===== config.mk =====
export PLATFORM = sky130hd
export DESIGN_NAME = tmsg_cmd_fifo
export DESIGN_NICKNAME = d
export VERILOG_FILES = /design/src/rtl/core/tmsg_cmd_fifo.sv
export SDC_FILE = /design/constraint.sdc
export NUM_CORES = 1
export LEC_CHECK = 0
export ABC_AREA = 1
export ABC_CLOCK_PERIOD_IN_PS = 1660
export BUFFER_PORTS_ARGS = -buffer_cell sky130_fd_sc_hd__buf_2
export CAP_MARGIN = 30
export CORE_ASPECT_RATIO = 0.6
export CORE_MARGIN = 1
export CORE_UTILIZATION = 46
export DETAILED_ROUTE_END_ITERATION = 7
export HOLD_SLACK_MARGIN = 0.12
export PLACE_DENSITY = 0.78
export SKIP_CTS_REPAIR_TIMING = 1
export SYNTH_ARGS = -nofsm -noshare
export SYNTH_HDL_FRONTEND = slang
export SYNTH_SLANG_ARGS = --single-unit

===== constraint.sdc =====
create_clock -name clk -period 1.66 [get_ports clk]
set_input_delay 0.166 -clock clk [delete_from_list [all_inputs] [get_ports clk]]
set_output_delay 0.166 -clock clk [all_outputs]
set_load 0.005 [all_outputs]

===== src/rtl/core/tmsg_cmd_fifo.sv =====
// Two-entry queue carrying band commands from the front end to the back end.
// Depends on nothing.
`default_nettype none

module tmsg_cmd_fifo #(
  parameter int W = 16
) (
  input  logic         clk,
  input  logic         rst,
  input  logic         push,
  input  logic [W-1:0] din,
  input  logic         pop,
  output logic [W-1:0] dout,
  output logic         empty,
  output logic         full
);

  logic [W-1:0] entry [2];
  logic         wp;
  logic         rp;
  logic [1:0]   count;
  logic         do_push;
  logic         do_pop;

  assign empty   = (count == 2'd0);
  assign full    = (count == 2'd2);
  assign do_push = push && !full;
  assign do_pop  = pop && !empty;
  assign dout    = entry[rp];

  always_ff @(posedge clk) begin
    if (do_push) begin
      entry[wp] <= din;
    end
  end

  always_ff @(posedge clk) begin
    if (rst) begin
      wp    <= 1'b0;
      rp    <= 1'b0;
      count <= 2'd0;
    end else begin
      if (do_push) begin
        wp <= ~wp;
      end
      if (do_pop) begin
        rp <= ~rp;
      end
      count <= count + 2'(do_push) - 2'(do_pop);
    end
  end

endmodule

`default_nettype wire


==> flow_summary.toml, run 1 <==
[route]
drcViolationCount = 0
routed_wl_um = 2500
via_count = 878
drt_iter0_markers = 40
wl_per_cell_um = 12.8
drtAntennaViolNets = 0
routed_via_density = 4.50
drtPass1Iterations = 4

[global_route]
grt_pass1_vias = 797
grt_max_degree = 17
grt_pass1_wl_um = 3510
grt_overflow = 0
antenna_found_initial = 0
grt_usage_pct = 15.6

[clocking]
cts.path.max_buffers = 2
insertion_delay_ns = 0.28
h-tree-depth = 2
cts.sinks = 37
path_clk_slew_ns = 0.06
cts_tree = "yes"
cts_root_buffer = "clkbuf_8"
cts_buffers = 5

[sta]
relSlewSlack_pct = 85.3
fmax_mhz = 651
tightest_slew_ns = 0.220
setup_viol = 0
period_share_pct = 92.5
fin_worst_skew_ns = 0.00244
finalWorstPathRequiredPeriod_ns = 1.54
finalMaxSlewViolations = 0
final_hold_viol_count = 0

[flow_run]
cap_violations = 0

[setup_path]
critPathRequiredTime_ns = 1.49
path_class = "flip-flop to primary output"
worst-r2r-cell-count = 10
cp.arrival_ns = 1.37
cpPeakStageDelay_ns = 0.41
end_kind = "primary output"
timing.rr.start = "count[0]$_SDFF_PP0_"
cp_cell_sequence = "buf_4 > mux2_2 > buf_2"
critPathLaunchType = "flip-flop"
r2r_end = "count[1]$_SDFF_PP0_"
crit_fanout = 6
rrSetupSlack_ns = 0.17
crit_slowest_cell = "dfxtp_2"

[synth]
ys_seq_area_share_pct = 72.6
synth_nets = 111
yosys_warnings = 0
post_synth_instance_area_um2 = 1460
syn_area_per_cell_um2 = 16.4
yosysUniqueCellTypes = 12
syn_inst = 89
postSynthRegisterBits = 37

[placed_design]
dpl.hpwl_um = 1680
gp_routability_congestion = 0.825
postPlaceCellArea_um2 = 1700
io_buffers = 37

[power]
power.density_nw_per_um2 = 1330
p_leak_nw = 0.825
irDropWorstVdd_mv = 0.710

[final_layout]
area_growth_pct = 33.8
fin_nets = 174
final_common_cell = "buf_2"
drive_gt1_share_pct = 43.1
layout_common_cells = "buf_2 (37), edfxtp_1 (32), dlygate4sd3_1 (17)"
final_area_um2 = 1960
num_antenna_cells = 0
nFillCells = 207
fin_util_pct = 66.4
multi_input_area_um2 = 337
ff_latch_area_um2 = 1060

[floorplanning]
core_area_um2 = 2950
dieArea_um2 = 3410
start_util_pct = 49.6
die_w_um = 74.8
die_h_um = 45.7
num_rows = 15
io-pin-count = 38

[worst_hold_path]
hp-start = "pop"
hold_path_depth = 4
hp-class = "input port to flip-flop"

[outcome]
outcome = "complete, no violations"
## report_power, final
| part | internal [mW] | total (mW) | switching [mW] |
|---|---|---|---|
| clock network | 0.298 | 0.569 | 0.272 |
| registers | 1.19 | 1.27 | 0.0725 |
| logic | 0.407 | 0.769 | 0.362 |
## routing by layer
| layer | track usage [%] | wire [um] |
|---|---|---|
| met5 | 0 | 0 |
| met4 | 6.79 | 12 |
| met3 | 8.19 | 126 |
| met2 | 25.4 | 1300 |
| met1 | 17.5 | 1060 |
## worst max-delay path by stage
| stage | to | from | cells past startpoint |
|---|---|---|---|
| 6_report | dout[15] | flip-flop | 3 |
| 3_5_place_dp | count[1]$_SDFF_PP0_ | count[0]$_SDFF_PP0_ | 10 |
| 5_1_grt | count[1]$_SDFF_PP0_ | count[1]$_SDFF_PP0_ | 9 |
| 3_3_place_gp | count[1]$_SDFF_PP0_ | count[0]$_SDFF_PP0_ | 10 |
| 4_1_cts | dout[15] | flip-flop | 3 |
| 2_1_floorplan | entry[0][0]$_DFFE_PP_ | count[0]$_SDFF_PP0_ | 4 |
## worst max-delay path, delay by kind of cell (launching register included)
family | cells | cell delay [ns]
buffers and inverters | 2 | 0.32
muxes | 1 | 0.35
DFF | 1 | 0.41
## sequential cells by signal, indices dropped and copies added (netlist names), named ones only
name and flops:
wp 1, entry 32, count 2, rp 1
## synthesized netlist by cell type
library cell / number / area, um^2
nand2_1: 8 / 30.0
mux2_2: 6 / 67.6
a21oi_1: 2 / 10.0
mux2_4: 10 / 150
buf_6: 1 / 11.3
dfxtp_1: 5 / 100
buf_12: 1 / 20.0
ha_1: 2 / 25.0
inv_1: 10 / 37.5
edfxtp_1: 32 / 961
nand3_1: 3 / 15.0
nor2_1: 9 / 33.8
## cell type report
type,instances,share of cell area [%]
flip-flops and latches,37,54.4
repair buffers,58,19.7
multi-input cells,40,17.2
clock buffers,8,4.09
well taps,42,2.69
inverters,10,1.92
## cells by family (layout without fill, tap and decap cells)
| logic type | count (synthesis) | count (layout) | share of synthesized area, % |
|---|---|---|---|
| multiplexers | 16 | 16 | 14.9 |
| flip-flops | 37 | 37 | 72.6 |
| AO/OA/AOI/OAI | 2 | 2 | 0.685 |
| AND/OR/NAND/NOR | 20 | 20 | 5.39 |
| adder cells (fa/ha/maj) | 2 | 2 | 1.71 |
| buffers and inverters | 12 | 76 | 4.71 |
## per-stage QoR
step	power, mW	setup slack [ns]	hold slack [ns]	setup TNS (ns)	std cells
after floorplan	1.76	0.0182	0.237	0	89
after global placement	1.96	0.223	0.338	0	170
after detailed placement	2.01	0.138	0.348	0	170
after CTS	2.58	-0.0254	0.0445	-0.0381	178
after global routing	2.78	-0.00806	0.210	-0.00806	195
final	2.60	0.125	0.191	0	195
No activity file was read; power rests on OpenSTA's default activity.
==> run 2, diff against run 1 <==
--- a/config.mk
+++ b/config.mk
@@ -15,6 +15,7 @@
 export DETAILED_ROUTE_END_ITERATION = 7
 export HOLD_SLACK_MARGIN = 0.12
 export PLACE_DENSITY = 0.78
+export REMOVE_ABC_BUFFERS = 1
 export SKIP_CTS_REPAIR_TIMING = 1
 export SYNTH_ARGS = -nofsm -noshare
 export SYNTH_HDL_FRONTEND = slang
==> run 2 against run 1 <==
Net effect: flip-flop and latch count unchanged; cell count grew 0.51%; via count grew 0.23%; non-clock buffer count up 1; count of clock-buffer cells in the layout is 1 lower; worst setup slack improved by 0.072 ns; die area unchanged; sequential share of layout area down 0.27 points; critical path depth up 8; combinational power is 0.5% higher; clock skew up 0.0020 ns; first-iteration DRC count shrank 40%; highest routed layer unchanged.
==> flow_summary.toml, run 2 (synthesis gave the netlist of run 1 again) <==
[placed_design]
pre_cts_ws_ns = 0.117
postPlaceCellArea_um2 = 1710
gp_routability_congestion = 0.651
dp_cells = 171
dpl.hpwl_um = 1610
io_buffers = 37

[sta]
finalWorstPathRequiredPeriod_ns = 1.46
rsz0062_at_grt = "false"
setup_viol = 0
setup_ws_ns = 0.196
finalMaxSlewViolations = 0
fmax_mhz = 683
fin_worst_skew_ns = 0.00448
final_hold_viol_count = 0
setup-tns-final_ns = 0
relSlewSlack_pct = 85.0
period_share_pct = 88.2
tightest_slew_ns = 0.225
holdWs_ns = 0.201

[route]
drtPass1Iterations = 4
via_count = 880
dr.max_layer_used = "met4"
wl_met2_um = 1170
drcViolationCount = 0
wl_per_cell_um = 11.9
wl_met1_um = 1020
routed_via_density = 4.49
wl_met3_um = 126
drtAntennaViolNets = 0
drt_iter0_markers = 24
routed_wl_um = 2330

[clocking]
cts_buffers = 5
h-tree-depth = 2
cts.path.max_buffers = 2
path_clk_slew_ns = 0.06
insertion_delay_ns = 0.27
cts_tree = "yes"
cts_root_buffer = "clkbuf_8"
cts.sinks = 37

[setup_path]
crit_slowest_cell = "dfxtp_2"
end_kind = "flip-flop"
r2r_end = "count[1]$_SDFF_PP0_"
worst-r2r-cell-count = 11
critPathRequiredTime_ns = 1.83
cp_cell_sequence = "inv_1 > nand2_2 > nand2_1 > ha_1 > inv_1 > ha_1 > inv_1 > nand2_1 > nand3_1 > nand2_1 > nor2_1"
path_class = "flip-flop to flip-flop"
cpLargestDelayFamily = "adder cells"
rrSetupSlack_ns = 0.20
crit_buf_inv = 3
crit_fanout = 4
critPathLaunchType = "flip-flop"
cp.arrival_ns = 1.64
cpPeakStageDelay_ns = 0.34
timing.rr.start = "count[0]$_SDFF_PP0_"

[global_route]
grt_usage_pct = 15.4
grt_pass1_wl_um = 3620
antenna_found_initial = 0
grt_overflow = 0
grt_max_degree = 17
grt_pass1_vias = 843

[floorplanning]
io-pin-count = 38
num_rows = 15
die_h_um = 45.7
core_area_um2 = 2950
die_w_um = 74.8
start_util_pct = 49.6
dieArea_um2 = 3410

[final_layout]
fin_nets = 175
nFillCells = 235
num_antenna_cells = 0
area_growth_pct = 34.3
drive_gt1_share_pct = 42.9
reg_top3 = "entry x32, count x2"
regMostFlops = "entry"
finalNonFillerCells = 196
fin_util_pct = 66.6
largest_register_ffs = 32
layout_common_cells = "buf_2 (37), edfxtp_1 (32), dlygate4sd3_1 (17)"
final_common_cell = "buf_2"
ff_latch_area_um2 = 1060
multi_input_area_um2 = 338
final_area_um2 = 1960

[power]
irDropWorstVdd_mv = 0.789
p_leak_nw = 0.830
power.density_nw_per_um2 = 1310
finalPower_mw = 2.58

[worst_hold_path]
hp-start = "push"
hold_path_depth = 3
min_to = "wp$_SDFFE_PP0P_"
hp-class = "input port to flip-flop"

[outcome]
outcome = "complete, no violations"

[flow_run]
cap_violations = 0
[run 2: changes by cell type in the layout (fill, tap and decap cells not counted), sizes merged]
cell,delta
clkbuf,-1
clkinv,+1
buf,+1
[run 2: routing by layer]
metal,GRT usage (%),vias to the layer above
met4,4.53,0
met5,0,-
met1,17.7,412
met3,6.86,3
li1,-,438
met2,26.3,27
[run 2: tightest hold or removal path, stage by stage]
cell and delay (ns):
buf_2 0.10, a21oi_1 0.06, nor2_1 0.10
[run 2: area by class of cell]
cell class	instances	area share, %
Clock inverter	1	0.191
Inverter	10	1.91
Tap cell	42	2.68
Clock buffer	7	3.89
Multi-Input combinational cell	40	17.2
Sequential cell	37	54.1
Timing Repair Buffer	59	20.0
[run 2: how the worst max path moves through the flow]
| stage | end | startpoint | depth (start not counted) |
|---|---|---|---|
| finish | count[1]$_SDFF_PP0_ | count[0]$_SDFF_PP0_ | 11 |
| global route | count[1]$_SDFF_PP0_ | count[0]$_SDFF_PP0_ | 10 |
| CTS | count[1]$_SDFF_PP0_ | count[0]$_SDFF_PP0_ | 10 |
| detailed placement | count[1]$_SDFF_PP0_ | count[0]$_SDFF_PP0_ | 10 |
| global placement | count[1]$_SDFF_PP0_ | count[0]$_SDFF_PP0_ | 10 |
| floorplan | entry[0][0]$_DFFE_PP_ | count[0]$_SDFF_PP0_ | 4 |
[run 2: power by group]
group / internal, mW / switching, mW / total (mW)
sequential: 1.19 / 0.0566 / 1.25
clock: 0.292 / 0.268 / 0.559
combinational: 0.410 / 0.364 / 0.773
total: 1.89 / 0.688 / 2.58
==> run 3, diff against run 2 <==
--- a/config.mk
+++ b/config.mk
@@ -6,15 +6,15 @@
 export NUM_CORES = 1
 export LEC_CHECK = 0
 export ABC_AREA = 1
-export ABC_CLOCK_PERIOD_IN_PS = 1660
+export ABC_CLOCK_PERIOD_IN_PS = 1800
 export BUFFER_PORTS_ARGS = -buffer_cell sky130_fd_sc_hd__buf_2
 export CAP_MARGIN = 30
 export CORE_ASPECT_RATIO = 0.6
 export CORE_MARGIN = 1
-export CORE_UTILIZATION = 46
+export CORE_UTILIZATION = 55
 export DETAILED_ROUTE_END_ITERATION = 7
 export HOLD_SLACK_MARGIN = 0.12
-export PLACE_DENSITY = 0.78
+export PLACE_DENSITY = 0.87
 export REMOVE_ABC_BUFFERS = 1
 export SKIP_CTS_REPAIR_TIMING = 1
 export SYNTH_ARGS = -nofsm -noshare
==> constraint.sdc (replaced) <==
create_clock -name clk -period 1.8 [get_ports clk]
set_input_delay 0.18 -clock clk [delete_from_list [all_inputs] [get_ports clk]]
set_output_delay 0.18 -clock clk [all_outputs]
set_load 0.005 [all_outputs]
==> run 3 against run 2 <==
Net effect: register-to-register slack got worse by 0.03 ns; first-iteration DRC count up 130%; via count up 5.1%; worst setup slack lost 0.084 ns; critical path depth fell by 8; clock power down 5.0%; sequential share of layout area increased by 0.28 points; critical path type is now flip-flop to primary output.
==> flow_summary.toml, run 3 (synthesis gave the netlist of run 1 again) <==
[sta]
tightest_slew_ns = 0.341
fin_worst_skew_ns = 0.00213
finalWorstPathRequiredPeriod_ns = 1.69
finalMaxSlewViolations = 0
setup_viol = 0
setup-tns-final_ns = 0
fmax_mhz = 593
rsz0062_at_grt = "false"
relSlewSlack_pct = 77.2
period_share_pct = 93.7
final_hold_viol_count = 0

[power]
switching_share_pct = 27.9
power.density_nw_per_um2 = 1250
power.switching_mw = 0.678
clkPwrFrac_pct = 21.9
irDropWorstVdd_mv = 0.874
seq_power_share_pct = 48.1
p_leak_nw = 0.827
combPwrFrac_pct = 30.0
p_int_mw = 1.75

[setup_path]
rrSetupSlack_ns = 0.17
cpLargestDelayFamily = "flip-flops"
crit_slowest_cell = "dfxtp_1"
cp_cell_sequence = "buf_4 > mux2_2 > buf_2"
crit_buf_inv = 2
cp.arrival_ns = 1.51
end_kind = "primary output"
path_class = "flip-flop to primary output"
critPathLaunchType = "flip-flop"
cpPeakStageDelay_ns = 0.51
crit_fanout = 7
critPathRequiredTime_ns = 1.62

[floorplanning]
dieArea_um2 = 2870
die_h_um = 41.9
start_util_pct = 58.3
io-pin-count = 38
num_rows = 14
die_w_um = 68.5
core_area_um2 = 2500

[final_layout]
area_growth_pct = 33.5
layout_common_cells = "buf_2 (37), edfxtp_1 (32), dlygate4sd3_1 (17)"
num_antenna_cells = 0
final_area_um2 = 1950
drive_gt1_share_pct = 41.2
largest_register_ffs = 32
reg_top3 = "entry x32, count x2"
final_common_cell = "buf_2"
regMostFlops = "entry"
fin_nets = 174

[outcome]
outcome = "complete, no violations"

[clocking]
cts.sinks = 37
cts_root_buffer = "clkbuf_8"
h-tree-depth = 2
insertion_delay_ns = 0.27
cts.path.max_buffers = 2
path_clk_slew_ns = 0.07
cts_tree = "yes"
cts_buffers = 5

[placed_design]
io_buffers = 37
gp_routability_congestion = 0.792
postPlaceCellArea_um2 = 1700
dpl.hpwl_um = 1780

[route]
wl_per_cell_um = 15.0
drtPass1Iterations = 4
routed_wl_um = 2770
drtAntennaViolNets = 0
via_count = 925
routed_via_density = 5.00
drcViolationCount = 0
drt_iter0_markers = 54

[global_route]
grt_pass1_wl_um = 3960
grt_max_degree = 17
grt_overflow = 0
grt_usage_pct = 20.3
antenna_found_initial = 0
grt_pass1_vias = 872

[flow_run]
cap_violations = 0

[worst_hold_path]
hp-class = "input port to flip-flop"
-- run 3: final timing paths --
kind                        from             endpoint  depth (start not counted)
max reg2reg  count[1]$_SDFF_PP0_  count[1]$_SDFF_PP0_                         10
min                         push      wp$_SDFFE_PP0P_                          3
max                    flip-flop              dout[3]                          3
min reg2reg      wp$_SDFFE_PP0P_      wp$_SDFFE_PP0P_                          2
-- run 3: metrics by stage --
step / instances / hold slack, ns / setup slack (ns) / util [%] / total power, mW
global placement: 160 / 0.351 / 0.369 / 67.8 / 1.81
finish: 185 / 0.213 / 0.113 / 77.9 / 2.43
global route: 185 / 0.223 / 0.0338 / 77.9 / 2.58
floorplan: 87 / 0.251 / 0.158 / - / 1.58
detailed placement: 160 / 0.355 / 0.176 / 67.8 / 1.87
CTS: 168 / 0.0553 / 0.102 / 71.0 / 2.41
-- run 3: worst reg2reg max path, stage by stage, from the launching register on --
cell and delay [ns]:
dfxtp_1 0.38, nor2_1 0.08, nor2_1 0.20, ha_1 0.29, inv_1 0.08, ha_1 0.18, inv_1 0.06, nand2_1 0.07
nand3_1 0.09, nand2_1 0.07, nor2_1 0.04
-- run 3: layout make-up --
type                    count  area [um^2]
multi-input cells          40          334
repair buffers             58          398
flip-flops and latches     37         1060
clock buffers               8         80.1
inverters                  10         37.5
fillers                   151          554
well taps                  32         40.0
-- run 3: power by group through the flow --
| stage | logic [mW] | clock network [mW] | registers (mW) |
|---|---|---|---|
| after floorplan | 0.390 | 0 | 1.19 |
| after global placement | 0.646 | 0 | 1.17 |
| after detailed placement | 0.691 | 0 | 1.18 |
| after CTS | 0.701 | 0.544 | 1.17 |
| after global routing | 0.815 | 0.580 | 1.18 |
| final | 0.730 | 0.531 | 1.17 |
-- run 3: routing by layer --
layer	GRT usage, %	wire length, um	up-vias	part of all wire [%]
met5	0	0	-	0
met1	24.5	1120	448	40
li1	-	-	438	-
met2	33.9	1470	35	53
met4	7.50	36	0	1.3
met3	6.32	152	4	5.5
