`src/rtl/core/tmsg_pkg.sv`:
```
// Shared constants, register map and back-end state type for the tiled
// mean / standard deviation block. No dependencies.
`default_nettype none

package tmsg_pkg;

  localparam int GRID_MAX_DEF = 64;
  localparam int MAX_DIM_DEF  = 4096;
  localparam int FRAC_BITS    = 20;
  localparam int DIV_STEPS    = 30;
  localparam int SQRT_STEPS   = 16;
  localparam int CFG_AW       = 6;
  localparam int CFG_DW       = 64;

  typedef enum logic [2:0] {
    REG_IMAGE_ROWS = 3'd0,
    REG_IMAGE_COLS = 3'd1,
    REG_GRID_ROWS  = 3'd2,
    REG_GRID_COLS  = 3'd3,
    REG_ROW_STRIDE = 3'd4,
    REG_COL_STRIDE = 3'd5
  } cfg_reg_t;

  typedef enum logic [3:0] {
    B_IDLE,
    B_READ,
    B_MUL_QN,
    B_MUL_SS,
    B_MUL_NN,
    B_DIFF,
    B_DIV_MEAN,
    B_DIV_VAR,
    B_SQRT,
    B_OUT
  } back_state_t;

endpackage

`default_nettype wire

```
`src/rtl/core/tmsg_front.sv`:
```
// Pixel front end: raster position, tile and band boundaries, accumulation
// into the tile memory and band command issue. Depends on tmsg_pkg.
`default_nettype none

module tmsg_front import tmsg_pkg::*; #(
  parameter  int GRID_MAX = GRID_MAX_DEF,
  parameter  int MAX_DIM  = MAX_DIM_DEF,
  localparam int IW       = $clog2(GRID_MAX),
  localparam int GW       = IW + 1,
  localparam int AW       = IW + 1,
  localparam int LOG      = $clog2(MAX_DIM),
  localparam int CW       = 2 * LOG,
  localparam int SUMW     = CW + 8,
  localparam int SQW      = CW + 16,
  localparam int WW       = CW + SUMW + SQW,
  localparam int CMDW     = 2 * GW + 2
) (
  input  logic            clk,
  input  logic            rst,
  input  logic [12:0]     image_rows,
  input  logic [12:0]     image_cols,
  input  logic [6:0]      grid_rows,
  input  logic [6:0]      grid_cols,
  input  logic [32:0]     row_stride,
  input  logic [32:0]     col_stride,
  input  logic            in_valid,
  output logic            in_ready,
  input  logic [7:0]      pixel,
  output logic            mem_we,
  output logic [AW-1:0]   mem_waddr,
  output logic [WW-1:0]   mem_wdata,
  output logic [1:0]      mem_clr,
  output logic [AW-1:0]   mem_raddr,
  input  logic [WW-1:0]   mem_rdata,
  input  logic            mem_rvalid,
  output logic            cmd_push,
  output logic [CMDW-1:0] cmd_data,
  input  logic            band_done,
  input  logic            done_bank,
  output logic [1:0]      busy
);

  localparam int PW = LOG;
  localparam int DW = LOG + 1;
  localparam int BW = (LOG + 21 > 33) ? LOG + 21 : 33;
  localparam logic [BW-1:0] ONE_Q = BW'(1) << FRAC_BITS;
  localparam logic [BW-1:0] CAP_Q = BW'(MAX_DIM) << FRAC_BITS;

  function automatic logic [BW-1:0] advance(input logic [BW-1:0] b,
                                            input logic [BW-1:0] s);
    logic [BW:0] n;
    n = {1'b0, b} + {1'b0, s};
    return (n > {1'b0, CAP_Q}) ? CAP_Q : n[BW-1:0];
  endfunction

  logic [PW-1:0] r;
  logic [PW-1:0] c;
  logic [GW-1:0] band;
  logic [GW-1:0] tci;
  logic [BW-1:0] nrb;
  logic [BW-1:0] ncb;
  logic          bank;
  logic [1:0]    busy_next;

  logic [DW-1:0] rows_e, cols_e;
  logic [GW-1:0] gr, gc;
  logic [BW-1:0] rs_e, cs_e;
  logic          first;
  logic [GW-1:0] band_e, j_e, tci_n, j_next;
  logic [BW-1:0] nrb_e, ncb_e, c_lim, r_lim;
  logic          acc, adv, row_end, close, final_band, take, bank_n;
  logic [WW-1:0] base;
  logic [CW-1:0] base_cnt;
  logic [SUMW-1:0] base_sum;
  logic [SQW-1:0]  base_sq;

  always_comb begin
    if (image_rows < 13'd2) begin
      rows_e = DW'(2);
    end else if (32'(image_rows) > 32'(MAX_DIM)) begin
      rows_e = DW'(MAX_DIM);
    end else begin
      rows_e = DW'(image_rows);
    end
    if (image_cols < 13'd2) begin
      cols_e = DW'(2);
    end else if (32'(image_cols) > 32'(MAX_DIM)) begin
      cols_e = DW'(MAX_DIM);
    end else begin
      cols_e = DW'(image_cols);
    end
    if (grid_rows == 7'd0) begin
      gr = GW'(1);
    end else if (32'(grid_rows) > 32'(GRID_MAX)) begin
      gr = GW'(GRID_MAX);
    end else begin
      gr = GW'(grid_rows);
    end
    if (grid_cols == 7'd0) begin
      gc = GW'(1);
    end else if (32'(grid_cols) > 32'(GRID_MAX)) begin
      gc = GW'(GRID_MAX);
    end else begin
      gc = GW'(grid_cols);
    end
    rs_e = (row_stride < 33'(ONE_Q)) ? ONE_Q : BW'(row_stride);
    cs_e = (col_stride < 33'(ONE_Q)) ? ONE_Q : BW'(col_stride);
  end

  always_comb begin
    first   = (r == '0) && (c == '0);
    band_e  = first ? '0 : band;
    nrb_e   = first ? rs_e : nrb;
    j_e     = (c == '0) ? '0 : tci;
    ncb_e   = (c == '0) ? cs_e : ncb;
    c_lim   = BW'(DW'(c) + DW'(2)) << FRAC_BITS;
    r_lim   = BW'(DW'(r) + DW'(2)) << FRAC_BITS;
    acc     = (DW'(r) < rows_e - DW'(1)) && (DW'(c) < cols_e - DW'(1)) &&
              (band_e < gr) && (j_e < gc);
    adv     = (ncb_e < c_lim) && (j_e < gc);
    row_end = (DW'(c) >= cols_e - DW'(1));
    close   = row_end && (band_e < gr) &&
              ((DW'(r) + DW'(2) >= rows_e) || (nrb_e < r_lim));
    final_band = (band_e == gr - GW'(1)) || (DW'(r) >= rows_e - DW'(1));
    in_ready = !(close && busy[~bank]);
    take     = in_valid && in_ready;
    tci_n    = adv ? j_e + GW'(1) : j_e;
    j_next   = row_end ? '0 : tci_n;
    bank_n   = close ? ~bank : bank;
  end

  always_comb begin
    base = (mem_rvalid && !first) ? mem_rdata : '0;
    {base_sq, base_sum, base_cnt} = base;
    mem_we    = take && acc;
    mem_waddr = {bank, j_e[IW-1:0]};
    mem_wdata = {base_sq + SQW'(16'(pixel) * 16'(pixel)),
                 base_sum + SUMW'(pixel),
                 base_cnt + CW'(1)};
    mem_raddr = take ? {bank_n, j_next[IW-1:0]} : {bank, j_e[IW-1:0]};
    mem_clr   = '0;
    if (take && first) begin
      mem_clr[bank] = 1'b1;
    end
    if (take && close) begin
      mem_clr[~bank] = 1'b1;
    end
    cmd_push  = take && close;
    cmd_data  = {final_band, bank, gc, band_e};
    busy_next = busy;
    if (band_done) begin
      busy_next[done_bank] = 1'b0;
    end
    if (cmd_push) begin
      busy_next[bank] = 1'b1;
    end
  end

  always_ff @(posedge clk) begin
    if (rst) begin
      r    <= '0;
      c    <= '0;
      band <= '0;
      tci  <= '0;
      nrb  <= ONE_Q;
      ncb  <= ONE_Q;
      bank <= 1'b0;
      busy <= '0;
    end else begin
      busy <= busy_next;
      if (take) begin
        c    <= row_end ? '0 : c + PW'(1);
        if (row_end) begin
          r <= (DW'(r) >= rows_e - DW'(1)) ? '0 : r + PW'(1);
        end
        band <= close ? band_e + GW'(1) : band_e;
        nrb  <= close ? advance(nrb_e, rs_e) : nrb_e;
        tci  <= tci_n;
        ncb  <= adv ? advance(ncb_e, cs_e) : ncb_e;
        bank <= bank_n;
      end
    end
  end

endmodule

`default_nettype wire

```
`config.mk`:
```
export PLATFORM = sky130hd
export DESIGN_NAME = tmsg_front
export DESIGN_NICKNAME = d
export VERILOG_FILES = /design/src/rtl/core/tmsg_pkg.sv /design/src/rtl/core/tmsg_front.sv
export SDC_FILE = /design/constraint.sdc
export NUM_CORES = 1
export LEC_CHECK = 0
export BUFFER_PORTS_ARGS = -buffer_cell sky130_fd_sc_hd__buf_2
export CORE_MARGIN = 8
export CORE_UTILIZATION = 40
export CTS_BUF_LIST = sky130_fd_sc_hd__clkbuf_2 sky130_fd_sc_hd__clkbuf_4 sky130_fd_sc_hd__clkbuf_8
export CTS_CLUSTER_DIAMETER = 40
export DETAILED_ROUTE_END_ITERATION = 12
export GPL_TIMING_DRIVEN = 0
export PLACE_DENSITY_LB_ADDON = 0.25
export SETUP_SLACK_MARGIN = 0.1
export SLEW_MARGIN = 20
export SYNTH_ARGS = -nofsm -noshare
export SYNTH_HDL_FRONTEND = slang
export SYNTH_SLANG_ARGS = --single-unit
export TNS_END_PERCENT = 50
```
`constraint.sdc`:
```
create_clock -name clk -period 16.4 [get_ports clk]
set_input_delay 3.28 -clock clk [delete_from_list [all_inputs] [get_ports clk]]
set_output_delay 3.28 -clock clk [all_outputs]
set_load 0.02 [all_outputs]
```
==> results of run 1 <==
[cell type report]
cell class                      count  area (sq um)
Inverter                          180           676
Sequential cell                   107          2140
Buffer                            151           636
Clock buffer                        9           124
Antenna cell                        2          5.00
Multi-Input combinational cell   2155         14800
Timing Repair Buffer              346          1730
Fill cell                        4692         24200
Clock inverter                      7           123
Tap cell                          600           751
[worst reg2reg max path, stage by stage, from the launching register on]
cell,delay (ps)
dfxtp_1,400
inv_1,220
ha_1,190
nor4b_2,310
nand3_2,360
nor2_1,890
clkbuf_1,740
mux2_2,440
ha_1,410
nand2_1,210
nor3_1,520
nand3_1,130
a2111oi_0,740
o21ai_0,290
a21boi_0,260
mux2i_1,760
nand2_1,170
a21boi_1,270
o41ai_1,330
[power by group through the flow]
stage | Sequential, mW | Combinational (mW) | Clock [mW]
2_1_floorplan | 0.289 | 0.680 | 0
3_3_place_gp | 0.291 | 0.954 | 0
3_5_place_dp | 0.292 | 0.970 | 0
4_1_cts | 0.286 | 0.975 | 0.206
5_1_grt | 0.288 | 1.09 | 0.215
6_report | 0.286 | 0.983 | 0.206
[placed cells by master, fill, tap and decap left out, drive strengths merged, types with 75 or more instances in the layout]
cell type  Yosys  layout
and3          76      76
dfxtp        107     107
xnor2         98      98
clkbuf       114     124
nand3         75      75
o21ai        161     161
nand2        385     385
inv          178     179
buf           37     382
ha           199     199
nor2         197     197
a21oi        153     153
[final timing paths]
check | endpoint | slack, ps | depth (start not counted)
worst min-delay path | nrb[0] | 480 | 2
worst min register to register | nrb[0] | 480 | 2
worst max-delay path | mem_wdata[82] | 2940 | 24
worst max register to register | nrb[15] | 8660 | 18
[sequential cells by signal, indices dropped and copies added (netlist names)]
| signal | cells |
|---|---|
| band | 7 |
| bank | 1 |
| busy | 2 |
| c | 12 |
| ncb | 33 |
| nrb | 33 |
| r | 12 |
| tci | 7 |
[per-layer routing]
metal	GRT usage (%)	share of wire, %
met4	6.91	2.4
met2	41.8	45
met1	34.6	45
met5	0	0
met3	3.88	7.7
[per-stage QoR]
| step | utilization (%) | instances |
|---|---|---|
| after floorplan | - | 2593 |
| after global placement | 45.9 | 3539 |
| after detailed placement | 45.9 | 3539 |
| after CTS | 46.4 | 3555 |
| after global routing | 46.4 | 3556 |
| final | 46.4 | 3557 |
[logic make-up after synthesis]
kind of cell	synth area share, %
mux	2.13
simple gates	27.8
compound gates	25.0
fa+ha+maj	18.2
buf+inv	7.16
flops	11.7
xor+xnor	7.99
==> flow_summary.toml, run 1 <==
[status]
status = "complete, no violations"

[global_route]
grt_max_degree = 21
grtUsageTotal_pct = 25.5
grt_pass1_wl_um = 111000
grt_antenna_before_repair = 2
grt_pass1_vias = 20100
grt_overflow = 0

[route]
drtIter0Drc = 1904
wl_per_cell_um = 20.0
via_count = 20700
antenna_left = 0
firstDrtPassIters = 6
wl_um = 71300
vias_per_cell = 5.82
drc = 0

[power]
p_sw_share_pct = 51.0
power.clock.fraction_pct = 14.0
p_switching_mw = 0.752
power.internal_mw = 0.723
total_power_mw = 1.47
combPwrFrac_pct = 66.6
peakVddDrop_mv = 0.119
p_leak_nw = 9.82
power.share.sequential_pct = 19.4
p_per_area_mw_per_mm2 = 70.1

[final_layout]
fin_nets = 3407
synthToLayoutAreaGrowth_pct = 14.9
final_area_sq_mm = 0.0210
layout-drive-gt1-share_pct = 15.8

[synth]
syn_area_sq_mm = 0.0183
synth-edff-count = 0
yosysSeqAreaShare_pct = 11.7
synthFlopType = "dfxtp_1"
ys_top_cells_by_area = "ha_1 14%, dfxtp_1 12%, nand2_1 7.9%"
netlist_instances = 2593
ys_seq_elements = 107
synth.distinct_cells = 89
synth_common_cells = "385 x nand2_1, 199 x ha_1, 197 x nor2_1"
yosysTopAreaCell = "ha_1"
synth_top_area_share_pct = 13.6
syn_area_per_cell_sq_um = 7.06
synthMostInstantiatedCell = "nand2_1"
synth_nets = 3050
yosys_warnings = 0
async_reset_ff_share_pct = 0

[die]
dieArea_sq_mm = 0.0528
core_area_sq_mm = 0.0453
boundaryPins = 349
die_h_um = 230
row_count = 78
dieWidth_um = 230
start_util_pct = 40.4

[setup_path]
cp-start-kind = "input pin"
endpoint_kind = "output port"
crit_arrival_ps = 10180
crit_fanout = 10
critical_path.top_delay_family = "adder cells"
critPathKind = "input pin to output port"
path_buf_inv = 9
cp_slowest_cell = "a211oi_1"
critPathMaxStageDelay_ps = 710
cp_cell_sequence = "buf_2 -> and2_1 -> clkbuf_1 -> clkbuf_1 -> clkbuf_1 -> nand2_1 -> fa_1 -> inv_1 -> fa_1 -> fa_1 -> inv_1 -> fa_1 -> inv_1 -> ha_1 -> inv_1 -> o21bai_1 -> a21oi_1 -> o21bai_1 -> a21oi_1 -> a211oi_1 -> nor2_1 -> or3_1 -> a21oi_1 -> buf_2"
r2r-start = "c[0]"
critical_path.startpoint = "mem_rvalid"
worstPathRequired_ps = 13120

[sta]
setup_ws_ps = 2940
max_freq_mhz = 74.3
tightest_slew_ps = 1090
fin_skew_ps = 32.2
timing.final.crit_share_pct = 82.1
slew_violations = 0
slew_headroom_pct = 26.4
final_hold_viol_count = 0
rsz0062_at_grt = "no"
timing.hold.ws_ps = 476
fin_crit_ps = 13460
fin_setup_tns_ps = 0
setup-violations-final = 0

[clock_tree]
cts-root-buf = "clkbuf_8"
post_cts_resized = 0
cts_htree_levels = 3
holdBufCountCts = 0
path_clk_slew_ps = 130
cts.sinks = 107
cts_buffers = 9
cts_setup_buffers = 0
clock_latency_ps = 420
cts_tree = "yes"
cts_buffer_depth = 2

[placement]
hpwl_um = 59800
placed_cell_area_sq_mm = 0.0208
gp_congestion = 0.961
portBuffers = 346
place_ws_ps = 2930

[hold_path]
hp-class = "register to register"
min_from = "nrb[0]"

[flow_run]
drv_cap = 0
No activity file was read; power rests on OpenSTA's default activity.
==> inputs of run 2 (changes only) <==
==> constraint.sdc (replaced) <==
create_clock -name clk -period 12.4 [get_ports clk]
set_input_delay 2.48 -clock clk [delete_from_list [all_inputs] [get_ports clk]]
set_output_delay 2.48 -clock clk [all_outputs]
set_load 0.02 [all_outputs]
==> run 2 against run 1 <==
  * Sequential power rose by 33%
  * Hold slack barely moved
  * Flip-flop and latch count did not move
  * Combinational power rose by 32%
  * Power rose by 32%
  * Count of clock-buffer cells in the layout did not move
  * Critical path depth rose by 3
  * Critical path type unchanged
  * Die area did not move
  * Non-clock buffer count did not move
  * First-iteration DRC count fell by 0.95%
  * Cell count did not move
==> flow_summary.toml, run 2 (synthesized netlist as in run 1, its figures left out) <==
[status]
status = "complete, no violations"

[setup_path]
critical_path.top_delay_family = "buffers and inverters"
worstPathRequired_ps = 9920
path_buf_inv = 9
cp_slowest_cell = "clkbuf_1"
critPathMaxStageDelay_ps = 590
crit_fanout = 10
cp-start-kind = "input pin"
endpoint_kind = "output port"
crit_arrival_ps = 9200
critPathKind = "input pin to output port"
cpMostUsedCell = "clkbuf_1"

[sta]
fin_skew_ps = 35.6
slew_violations = 0
rsz0062_at_grt = "no"
slew_headroom_pct = 26.6
fin_setup_tns_ps = 0
setup-violations-final = 0
tightest_slew_ps = 1090
max_freq_mhz = 85.6
final_hold_viol_count = 0
fin_crit_ps = 11680
timing.final.crit_share_pct = 94.2
timing.hold.ws_ps = 476

[flow_run]
drv_cap = 0

[power]
p_leak_nw = 9.82
peakVddDrop_mv = 0.158
p_per_area_mw_per_mm2 = 92.7

[die]
dieWidth_um = 230
core_area_sq_mm = 0.0453
die_h_um = 230
boundaryPins = 349
start_util_pct = 40.4
dieArea_sq_mm = 0.0528
row_count = 78

[final_layout]
synthToLayoutAreaGrowth_pct = 15.0
layout_common_cells = "385 x nand2_1, 373 x buf_2, 199 x ha_1"
fin_nets = 3407
layout-drive-gt1-share_pct = 15.8
top_regs = "ncb (33), nrb (33)"
final_common_cell = "nand2_1"
final_area_sq_mm = 0.0210

[global_route]
grt_pass1_vias = 20100
grt_pass1_wl_um = 111000
grt_antenna_before_repair = 2
grtUsageTotal_pct = 25.5
grt_overflow = 0
grt_max_degree = 21

[placement]
gp_congestion = 0.961
portBuffers = 346
hpwl_um = 59800
placed_cell_area_sq_mm = 0.0208

[clock_tree]
clock_latency_ps = 420
cts_buffer_depth = 2
cts_tree = "yes"
holdBufCountCts = 0
cts-root-buf = "clkbuf_8"
cts_htree_levels = 3
cts.sinks = 107
cts_setup_buffers = 0
cts_buffers = 9
path_clk_slew_ps = 130

[route]
wl_per_cell_um = 20.1
via_count = 20700
drc = 0
wl_um = 71400
antenna_left = 0
firstDrtPassIters = 7
vias_per_cell = 5.83
drtIter0Drc = 1886

[hold_path]
hp-class = "register to register"
run 2: where the power goes:
part           total, mW  internal (mW)  switching [mW]
sequential         0.379          0.366          0.0126
combinational       1.30          0.471           0.829
clock              0.272          0.119           0.152
total               1.95          0.956           0.994
run 2: worst min-delay path: stages, from the launching register on:
cell and delay (ps):
dfxtp_1 340, nand2_1 50, a211oi_1 50
run 2: path summary, 6_finish.rpt:
check | start | end | slack (ps) | cells past startpoint
worst max-delay path | mem_rvalid | mem_wdata[87] | 720 | 27
worst min register to register | nrb[0] | nrb[0] | 480 | 2
worst min-delay path | nrb[0] | nrb[0] | 480 | 2
worst max register to register | c[0] | nrb[5] | 4650 | 18
run 2: area by class of cell:
class	count	area (sq um)
repair buffers	346	1730
flip-flops and latches	107	2140
diodes	2	5.00
multi-input cells	2155	14900
fillers	4692	24200
well taps	600	751
clock inverters	7	123
clock buffers	9	124
plain buffers	151	636
inverters	180	676
run 2: what timing repair did:
item                                    4_1_cts  5_1_grt
endpoints found under the setup margin        0        4
resized for setup                             0        1
endpoints found under the hold margin         0        0
run 2: layer usage:
layer,wire length [um],track usage [%],up-vias
li1,-,-,9948
met1,32000,34.6,9843
met2,32200,41.8,832
met3,5480,3.88,111
met4,1690,6.91,0
met5,0,0,-
run 2: through the flow:
step	worst slack, ps	cells	power (mW)	utilization (%)
2_1_floorplan	1990	2593	1.28	-
3_3_place_gp	561	3539	1.65	45.9
3_5_place_dp	530	3539	1.67	45.9
4_1_cts	515	3555	1.94	46.4
5_1_grt	185	3556	2.10	46.5
6_report	721	3557	1.95	46.5
